[src/rtl/sht1x_pkg.sv]
`timescale 1ns / 1ps
`default_nettype none

package sht1x_pkg;

  // widths fixed by the line protocol
  localparam int unsigned WaitCountBits = 16;
  localparam int unsigned ResetClocks   = 9;

  // configuration register indexes
  localparam logic [1:0] CfgTempCmd  = 2'd0;
  localparam logic [1:0] CfgHumiCmd  = 2'd1;
  localparam logic [1:0] CfgResetCmd = 2'd2;
  localparam logic [1:0] CfgWaitLim  = 2'd3;

  // opcodes
  localparam logic [1:0] OpTick  = 2'd0;
  localparam logic [1:0] OpTemp  = 2'd1;
  localparam logic [1:0] OpHumi  = 2'd2;
  localparam logic [1:0] OpReset = 2'd3;

  // reset values of the configuration registers
  localparam logic [7:0]               TempCmdReset  = 8'd3;
  localparam logic [7:0]               HumiCmdReset  = 8'd5;
  localparam logic [7:0]               ResetCmdReset = 8'd30;
  localparam logic [WaitCountBits-1:0] WaitLimReset  = '1;

  // input word
  typedef struct packed {
    logic [1:0] opcode;
    logic       data_in;
  } in_t;

  // result word
  typedef struct packed {
    logic        sck_level;
    logic        data_release;
    logic        busy_res;
    logic        done_res;
    logic [15:0] reading;
    logic [7:0]  checksum;
    logic [1:0]  error_count;
  } out_t;

  // configuration seen by the sequencer
  typedef struct packed {
    logic [7:0]               temp_command;
    logic [7:0]               humi_command;
    logic [7:0]               reset_command;
    logic [WaitCountBits-1:0] wait_limit;
  } cfg_t;

  // transmission start pattern, one entry per tick
  function automatic logic ts_sck(input logic [2:0] idx);
    logic [7:0] pat;
    pat = 8'b0001_1011;
    return pat[idx];
  endfunction

  function automatic logic ts_dat(input logic [2:0] idx);
    logic [7:0] pat;
    pat = 8'b1111_0001;
    return pat[idx];
  endfunction

endpackage

`default_nettype wire

[src/rtl/sht1x_seq.sv]
`timescale 1ns / 1ps
`default_nettype none

module sht1x_seq (
  input  wire logic             clk_i,
  input  wire logic             rst_ni,
  input  wire logic             step_i,
  input  wire sht1x_pkg::in_t   in_word_i,
  input  wire sht1x_pkg::cfg_t  cfg_i,
  output sht1x_pkg::out_t       res_o
);

  localparam logic [4:0] PhIdle = 5'd0;
  localparam logic [4:0] PhCrHi = 5'd1;
  localparam logic [4:0] PhCrLo = 5'd2;
  localparam logic [4:0] PhTs   = 5'd3;
  localparam logic [4:0] PhWbLo = 5'd4;
  localparam logic [4:0] PhWbHi = 5'd5;
  localparam logic [4:0] PhWait = 5'd6;
  localparam logic [4:0] PhRbLo = 5'd7;
  localparam logic [4:0] PhRbHi = 5'd8;
  localparam logic [4:0] PhEnd  = 5'd9;

  localparam int unsigned WB = sht1x_pkg::WaitCountBits;

  logic [4:0]    phase_q, phase_d;
  logic [3:0]    bit_q, bit_d;
  logic [1:0]    byte_q, byte_d;
  logic [7:0]    shift_q, shift_d;
  logic [15:0]   value_q, value_d;
  logic [7:0]    check_q, check_d;
  logic [WB-1:0] wait_q, wait_d;
  logic [1:0]    err_q, err_d;
  logic [1:0]    op_q, op_d;
  logic          sck, dat, done;
  logic [WB-1:0] wait_inc;

  // saturating error increment
  function automatic logic [1:0] err_inc(input logic [1:0] e);
    return (e == 2'd3) ? e : e + 2'd1;
  endfunction

  assign wait_inc = (wait_q == {WB{1'b1}}) ? wait_q : wait_q + 1'b1;

  // one tick of the line sequencer
  always_comb begin
    phase_d = phase_q;
    bit_d   = bit_q;
    byte_d  = byte_q;
    shift_d = shift_q;
    value_d = value_q;
    check_d = check_q;
    wait_d  = wait_q;
    err_d   = err_q;
    op_d    = op_q;
    sck     = 1'b0;
    dat     = 1'b1;
    done    = 1'b0;
    case (phase_q)
      PhCrHi: begin
        sck     = 1'b1;
        phase_d = PhCrLo;
      end
      PhCrLo: begin
        bit_d = bit_q + 4'd1;
        if (bit_d >= 4'(sht1x_pkg::ResetClocks)) begin
          bit_d   = '0;
          phase_d = PhTs;
        end else begin
          phase_d = PhCrHi;
        end
      end
      PhTs: begin
        sck = sht1x_pkg::ts_sck(bit_q[2:0]);
        dat = sht1x_pkg::ts_dat(bit_q[2:0]);
        if (bit_q >= 4'd5) begin
          bit_d   = '0;
          phase_d = PhWbLo;
        end else begin
          bit_d = bit_q + 4'd1;
        end
      end
      PhWbLo: begin
        dat     = (bit_q < 4'd8) ? shift_q[7] : 1'b1;
        phase_d = PhWbHi;
      end
      PhWbHi: begin
        dat = (bit_q < 4'd8) ? shift_q[7] : 1'b1;
        sck = 1'b1;
        if (bit_q >= 4'd8) begin
          // command ack check
          if (in_word_i.data_in) err_d = err_inc(err_q);
          bit_d   = '0;
          wait_d  = '0;
          phase_d = (op_q == sht1x_pkg::OpReset) ? PhEnd : PhWait;
        end else begin
          shift_d = {shift_q[6:0], 1'b0};
          bit_d   = bit_q + 4'd1;
          phase_d = PhWbLo;
        end
      end
      PhWait: begin
        if (!in_word_i.data_in) begin
          bit_d   = '0;
          byte_d  = '0;
          phase_d = PhRbLo;
        end else begin
          wait_d = wait_inc;
          if (wait_inc >= cfg_i.wait_limit || wait_inc == {WB{1'b1}}) begin
            err_d   = err_inc(err_q);
            bit_d   = '0;
            byte_d  = '0;
            phase_d = PhRbLo;
          end
        end
      end
      PhRbLo: begin
        dat     = (bit_q >= 4'd8) ? (byte_q >= 2'd2) : 1'b1;
        phase_d = PhRbHi;
      end
      PhRbHi: begin
        dat = (bit_q >= 4'd8) ? (byte_q >= 2'd2) : 1'b1;
        sck = 1'b1;
        if (bit_q < 4'd8) begin
          shift_d = {shift_q[6:0], in_word_i.data_in};
          bit_d   = bit_q + 4'd1;
          phase_d = PhRbLo;
        end else begin
          case (byte_q)
            2'd0:    value_d = {shift_q, value_q[7:0]};
            2'd1:    value_d = {value_q[15:8], shift_q};
            default: check_d = shift_q;
          endcase
          bit_d = '0;
          if (byte_q >= 2'd2) begin
            phase_d = PhEnd;
          end else begin
            byte_d  = byte_q + 2'd1;
            phase_d = PhRbLo;
          end
        end
      end
      PhEnd: begin
        done    = 1'b1;
        phase_d = PhIdle;
      end
      default: begin
        phase_d = PhIdle;
        if (in_word_i.opcode != sht1x_pkg::OpTick) begin
          op_d   = in_word_i.opcode;
          err_d  = '0;
          bit_d  = '0;
          byte_d = '0;
          wait_d = '0;
          case (in_word_i.opcode)
            sht1x_pkg::OpTemp: shift_d = cfg_i.temp_command;
            sht1x_pkg::OpHumi: shift_d = cfg_i.humi_command;
            default:           shift_d = cfg_i.reset_command;
          endcase
          phase_d = (in_word_i.opcode == sht1x_pkg::OpReset) ? PhCrHi : PhTs;
        end
      end
    endcase
  end

  // result word for this tick
  always_comb begin
    res_o.sck_level    = sck;
    res_o.data_release = dat;
    res_o.busy_res     = (phase_d != PhIdle);
    res_o.done_res     = done;
    res_o.reading      = value_d;
    res_o.checksum     = check_d;
    res_o.error_count  = err_d;
  end

  // sequencer state, advanced on each accepted word
  always_ff @(posedge clk_i or negedge rst_ni) begin
    if (!rst_ni) begin
      phase_q <= PhIdle;
      bit_q   <= '0;
      byte_q  <= '0;
      shift_q <= '0;
      value_q <= '0;
      check_q <= '0;
      wait_q  <= '0;
      err_q   <= '0;
      op_q    <= '0;
    end else if (step_i) begin
      phase_q <= phase_d;
      bit_q   <= bit_d;
      byte_q  <= byte_d;
      shift_q <= shift_d;
      value_q <= value_d;
      check_q <= check_d;
      wait_q  <= wait_d;
      err_q   <= err_d;
      op_q    <= op_d;
    end
  end

endmodule

`default_nettype wire

[src/rtl/sht1x_two_wire_measure_master.sv]
// Two-wire humidity and temperature sensor master, one line half-period per word.
// Input channel (in_valid_i/in_ready_o/in_word_i): each word is one tick with
// the sampled DATA level and an opcode; the opcode only starts a sequence
// while idle (temperature, humidity or soft reset) and is ignored when busy.
// Output channel (out_valid_o/out_ready_o/out_word_o): exactly one result word
// per input word, carrying SCK and DATA drive for the tick, busy and done
// flags, the stored reading, checksum and error count.
// Each result is captured in the output register at the edge that accepts its
// word. Throughput: one word per cycle; the sequencer advances its
// state in the accepting cycle and the result register hands off on the
// same edge, so input can flow while the receiver takes words.
// Stall: when the receiver holds out_ready_i low the result stays put and
// in_ready_o drops until the result is taken; no word is lost or repeated.
// Config: cfg_we_i writes register cfg_index_i with cfg_data_i at the edge.
// Reset: sequencer idle, stores and error count zero, output register empty,
// command bytes 3/5/30 and wait limit all ones.
`timescale 1ns / 1ps
`default_nettype none

module sht1x_two_wire_measure_master (
  input  wire logic            clk_i,
  input  wire logic            rst_ni,
  input  wire logic            in_valid_i,
  output logic                 in_ready_o,
  input  wire sht1x_pkg::in_t  in_word_i,
  output logic                 out_valid_o,
  input  wire logic            out_ready_i,
  output sht1x_pkg::out_t      out_word_o,
  input  wire logic            cfg_we_i,
  input  wire logic [1:0]      cfg_index_i,
  input  wire logic [sht1x_pkg::WaitCountBits-1:0] cfg_data_i
);

  sht1x_pkg::cfg_t cfg_q;
  sht1x_pkg::out_t res;
  sht1x_pkg::out_t out_q;
  logic            out_valid_q;
  logic            step;

  assign in_ready_o  = !out_valid_q || out_ready_i;
  assign step        = in_valid_i && in_ready_o;
  assign out_valid_o = out_valid_q;
  assign out_word_o  = out_q;

  // configuration registers
  always_ff @(posedge clk_i or negedge rst_ni) begin
    if (!rst_ni) begin
      cfg_q.temp_command  <= sht1x_pkg::TempCmdReset;
      cfg_q.humi_command  <= sht1x_pkg::HumiCmdReset;
      cfg_q.reset_command <= sht1x_pkg::ResetCmdReset;
      cfg_q.wait_limit    <= sht1x_pkg::WaitLimReset;
    end else if (cfg_we_i) begin
      case (cfg_index_i)
        sht1x_pkg::CfgTempCmd:  cfg_q.temp_command  <= cfg_data_i[7:0];
        sht1x_pkg::CfgHumiCmd:  cfg_q.humi_command  <= cfg_data_i[7:0];
        sht1x_pkg::CfgResetCmd: cfg_q.reset_command <= cfg_data_i[7:0];
        sht1x_pkg::CfgWaitLim:  cfg_q.wait_limit    <= cfg_data_i;
        default: ;
      endcase
    end
  end

  sht1x_seq u_seq (
    .clk_i     (clk_i),
    .rst_ni    (rst_ni),
    .step_i    (step),
    .in_word_i (in_word_i),
    .cfg_i     (cfg_q),
    .res_o     (res)
  );

  // result register valid
  always_ff @(posedge clk_i or negedge rst_ni) begin
    if (!rst_ni) begin
      out_valid_q <= 1'b0;
    end else if (in_ready_o) begin
      out_valid_q <= step;
    end
  end

  // result register payload
  always_ff @(posedge clk_i) begin
    if (step) begin
      out_q <= res;
    end
  end

endmodule

`default_nettype wire

[config.mk]
export PLATFORM = sky130hd
export DESIGN_NAME = sht1x_two_wire_measure_master
export DESIGN_NICKNAME = d
export VERILOG_FILES = /design/src/rtl/sht1x_pkg.sv /design/src/rtl/sht1x_seq.sv /design/src/rtl/sht1x_two_wire_measure_master.sv
export SDC_FILE = /design/constraint.sdc
export NUM_CORES = 1
export LEC_CHECK = 0
export ABC_AREA = 1
export BUFFER_PORTS_ARGS = -buffer_cell sky130_fd_sc_hd__buf_4
export CELL_PAD_IN_SITES_DETAIL_PLACEMENT = 1
export CELL_PAD_IN_SITES_GLOBAL_PLACEMENT = 1
export CORE_MARGIN = 1
export CORE_UTILIZATION = 49
export DETAILED_ROUTE_END_ITERATION = 12
export PLACE_DENSITY_LB_ADDON = 0.08
export SYNTH_ARGS = -nofsm -noshare
export SYNTH_HDL_FRONTEND = slang
export SYNTH_SLANG_ARGS = --single-unit
export TNS_END_PERCENT = 10
[constraint.sdc]
create_clock -name clk_i -period 7.3 [get_ports clk_i]
set_input_delay 1.46 -clock clk_i [delete_from_list [all_inputs] [get_ports clk_i]]
set_output_delay 1.46 -clock clk_i [all_outputs]
set_load 0.01 [all_outputs]
# Yosys cells after proc, flatten, opt, wreduce, memory -nomap -nowiden
# Memories as Yosys holds them, arrays and structs flattened.
# Cells that the tools add are included.
# word_totals
reg_bits	134
latch_bits	0
ramBits	0
rom_bits	16
elab_cells	151
memories	2
# mem_list
name	depth	width	rd	rd_clocked_by_memory_dff	write_ports	line_no	rtl
(no name shown)	8	1	1	0	0	sht1x_pkg.sv:57	return pat[idx];
(no name shown)	8	1	1	0	0	sht1x_pkg.sv:63	return pat[idx];
# classes
addsub	4
mul	0
n_div	0
order_cmp	7
eq_ne	27
shifts	0
muxes	55
bitwise_logic	5
n_reduce_logical	30
# op_table
cell	n
two-way mux 16 bit	6
two-way mux 8 bit	6
one-hot mux 16 bit (3 select lines)	1
one-hot mux 5 bit (9 select lines)	1
two-way mux 4 bit	9
== test 16 bit, second input constant	2
one-hot mux 16 bit (2 select lines)	1
two-way mux 5 bit	6
two-way mux 2 bit	13
one-hot mux 4 bit (6 select lines)	1
one-hot mux 8 bit (3 select lines)	1
OR reduction 7 bit	3
== test 5 x 3 -> 1 bit, second input constant	4
adder 16 x 1 -> 16 bit, second input constant	1
>= comparator 16 bit	1
one-hot mux 8 bit (2 select lines)	1
== test 2 bit, second input constant	6
one-hot mux 2 bit (3 select lines)	2
== test 5 x 2 -> 1 bit, second input constant	2
== test 5 x 4 -> 1 bit, second input constant	2
AND reduction 5 bit	2
nonzero test 3 bit	3
OR reduction 9 bit	1
>= comparator 4 bit, second input constant	2
29 further kinds	51

# Longest topological paths before layout
# logic_depth
depth_word	8
mapped_depth	22
mapped_depth_nobuf	22

# Modules after synthesis
# From an unflattened synthesis, not the netlist that was laid out.
# unflattened
hier_cells	892
area_unflattened_um2	7392.1
# by_module_without_submodules
module	n_inst	cells_per_inst	area_each_um2
sht1x_seq	1	677	4687.0
sht1x_two_wire_measure_master	1	215	2705.1

# Worst setup path after synthesis
# No wires, ideal clock.
# synth_path
kind	input to register
from	input port out_ready_i
to	register out_q (netlist bit out_word_o[0]) (enable)
setup_time_ns	0.406
t_arrival_ns	2.937
t_required_ns	6.894
setup_slack_ns	3.957
stages	5
path_buffers	1
path_cell_list	inv_1 nand2_1 nand2_1 inv_2 buf_1
# synth_via
elab_chain_len	2
# synth_lines
element	line_no	rtl
start: declaration	sht1x_two_wire_measure_master.sv:27	input wire logic out_ready_i,
logical OR 1 bit	sht1x_two_wire_measure_master.sv:40	assign in_ready_o = !out_valid_q || out_ready_i;
net in_ready_o	sht1x_two_wire_measure_master.sv:24	output logic in_ready_o,
logical AND 1 bit	sht1x_two_wire_measure_master.sv:41	assign step = in_valid_i && in_ready_o;
net step	sht1x_two_wire_measure_master.sv:38	logic step;
end signal: assignment	sht1x_two_wire_measure_master.sv:84	out_q <= res;
end: declaration	sht1x_two_wire_measure_master.sv:36	sht1x_pkg::out_t out_q;
# The timed path passes the listed nets, and every way through them passes these cells.
# A chain may end at the register's enable or synchronous reset.

# Final worst setup path
# layout_path
from	input port out_ready_i
to	register u_seq.wait_q[2]
# layout_via
elab_chain_len	3
# layout_lines
element	line_no	rtl
logical OR 1 bit	sht1x_two_wire_measure_master.sv:40	
logical AND 1 bit	sht1x_two_wire_measure_master.sv:41	
AND reduction 5 bit (no line)	--	
end signal: assignment	sht1x_seq.sv:196	wait_q <= wait_d;
end: declaration	sht1x_seq.sv:32	logic [WB-1:0] wait_q, wait_d;
# Every way passes these cells.

==> results.ini <==
[grt]
grt_start_max_net_pins = 73
grt_overflow = 0
first_global_vias = 6514
track_usage_pct = 29.00
antenna_found_initial = 0
grt_pass1_wl_um = 32820

[setup_path]
cp-end-kind = flop
crit_arrival_ns = 3.99
required_ns = 7.61
worstSetupStartpointType = input pin
critical_path_class = input pin to flop
crit_fanout = 28

[clock_tree]
post_cts_buffers = 0
post_cts_resized = 0
hold_buffers = 0
cts_buffers = 17
clkLatencyLatePin_ns = 0.43
path_clk_slew_ns = 0.06
clk_path_buf_depth = 2
htreeDepth = 4
cts_root_buffer = clkbuf_16
cts_tree = built
numClockSinks = 134

[final_layout]
drive_gt1_share_pct = 16.74
fillers = 1681
final_nets = 942
syn2layout_area_growth_pct = 16.08
finalNonFillerCells = 1082
diodes = 0

[synthesis]
seq_area_frac_synth_pct = 50.02
synth_warnings = 0
synthFlopType = dfrtp_1
syn-instance-count = 836
syn_area_um2 = 7064
synthTopCellsByArea = dfrtp_1, edfxtp_1, nand2_1
yosysUniqueCellTypes = 47
synth_nets = 889
synth_top_area_share_pct = 28.34
synth_edf_count = 30
synth_seq_cells = 134
synthArstFlopShare_pct = 77.61
synth.largest_area_cell = dfrtp_1
avgSynthCellArea_um2 = 8.450

[floorplan]
die_w_um = 122.1
die_height_um = 122.1
rows = 43
start_util_pct = 50.50
core-area_um2 = 13990
dieArea_um2 = 14900
io-pin-count = 58

[timing]
worst_slew_pin_slew_ns = 1.069
hold_viol = 0
finalCritPeriodShare_pct = 50.39
holdWs_ns = 0.4818
setup_violations = 0
rsz0062_at_grt = no
period_minus_slack_ns = 3.678
finClkSkew_ns = 0.005089
tns_ns = 0
max_clock_freq_mhz = 271.9
max_slew_margin_pct = 28.54
maxSlewViolCount = 0

[run]
max_cap_violations = 0

[power_and_ir_drop]
leakage_uw = 0.003871
powerDensity_nw_per_um2 = 303.4
power_uw = 2488
ir_drop_uv = 159.8

[place]
gp_congestion = 0.8659
io_buffer_count = 57
dp_cells = 1050
dp_hpwl_um = 13760

[detailed_routing]
drt_iter0_drc = 441
drc = 0
wl_met2_um = 10240
ant_nets = 0
routed.top_layer = met4
wirelength_um = 19610
vias = 6109
wire_per_inst_um = 18.12
vias_per_cell = 5.646
firstDrtPassIters = 4
met3_length_um = 630
met1_length_um = 8278

[outcome]
status = finished clean

[hold_path]
min_path_type = flop to flop

through the flow:
step / instance area (um2) / setup slack (ns) / utilization (%)
floorplan: 7064 / 3.957 / -
global placement: 7614 / 3.460 / 54.43
detailed placement: 7614 / 3.237 / 54.43
CTS: 8200 / 3.599 / 58.62
global route: 8200 / 3.376 / 58.62
finish: 8200 / 3.622 / 58.62
final cells by class:
type                            instances  area, um2  area share, %
Clock buffer                           18      429.2          5.233
Timing Repair Buffer                   59      442.9          5.401
Clock inverter                         14      157.7          1.922
Tap cell                              180      225.2          2.746
Sequential cell                       134       3533          43.09
Multi-Input combinational cell        572       3015          36.77
Inverter                              105      396.6          4.837
critical path: stages:
cell and delay, ns:
buf_4 0.08, inv_1 0.03, nand2_1 0.09, nand2_1 0.51
a2111oi_0 0.55, and2_1 0.83, inv_1 0.23, nand2_1 0.14
nand2_1 0.06
Yosys cell counts (2+ instances only):
library cell / instances
nor2_1: 47
o21ai_1: 11
buf_2: 2
nor2_2: 4
o21ai_2: 2
nand2_2: 8
xnor2_1: 2
nand4_2: 2
inv_2: 6
o22ai_1: 18
inv_1: 97
buf_1: 2
ha_1: 27
o21ai_0: 99
a2111oi_0: 2
a21oi_1: 22
dfrtp_1: 80
dfstp_2: 24
a31oi_1: 4
clkbuf_1: 16
nand2_1: 221
buf_4: 4
xor2_1: 2
edfxtp_1: 30
nand2_4: 2
a221o_1: 7
nor2_4: 8
o211ai_1: 8
nand3_2: 2
nand3_1: 49
nand4_1: 6
nor3_1: 7
where the power goes:
part	switching, uW	total, uW	internal [uW]
Combinational	434	636	202
Sequential	66.3	986	919
Clock	333	866	533
cells by family after synthesis:
kind of cell               synth area share, %
xor gates and xnor gates                0.4960
DFF                                      50.02
buffers and inverters                    7.297
adders and majority gates                4.782
and+or+nand+nor                          23.15
AOI/OAI and AO/OA                        14.26
path summary, 6_finish.rpt:
kind / cells past startpoint / to / slack (ns) / from
setup / recovery: 9 / u_seq.wait_q[2]$_DFFE_PN0P_ / 3.62 / out_ready_i
hold / removal: 2 / cfg_q[11]$_DFFE_PN1P_ / 0.48 / cfg_q[11]$_DFFE_PN1P_
setup reg to reg: 9 / u_seq.wait_q[2]$_DFFE_PN0P_ / 4.07 / u_seq.phase_q[3]$_DFFE_PN0P_
hold reg to reg: 2 / cfg_q[11]$_DFFE_PN1P_ / 0.48 / cfg_q[11]$_DFFE_PN1P_
max in group asynchronous: 2 / u_seq.wait_q[3]$_DFFE_PN0P_ / 5.01 / rst_ni
min in group asynchronous: 1 / u_seq.value_q[11]$_DFFE_PN0P_ / 0.97 / rst_ni
routing by layer:
metal | global-route usage (%) | vias up
li1 | - | 2882
met1 | 35.05 | 3054
met2 | 50.85 | 136
met3 | 5.805 | 37
met4 | 10.82 | 0
met5 | 0 | -
placed cells by master, fill, tap and decap left out, types with 6 or more instances in the layout:
cell	instances
buf_4	59
dfstp_2	24
a21oi_1	22
inv_2	6
o22ai_1	18
ha_1	27
nor2_4	8
o21ai_1	11
nor2_1	47
inv_1	97
nand3_1	49
clkbuf_16	17
dfrtp_1	80
nor3_1	7
nand2_1	221
nand2_2	8
o21ai_0	99
edfxtp_1	30
o211ai_1	8
a221o_1	7
nand4_1	6
registers in the layout, indices dropped and copies added (netlist names):
name           count
cfg_q             40
out_valid_o        1
out_word_o        30
u_seq.byte_q       2
u_seq.err_q        2
u_seq.op_q         2
u_seq.phase_q      5
u_seq.wait_q      16
u_seq.value_q     16
u_seq.bit_q        4
u_seq.check_q      8
u_seq.shift_q      8
Note: power is estimated with default switching activity, not from simulation.
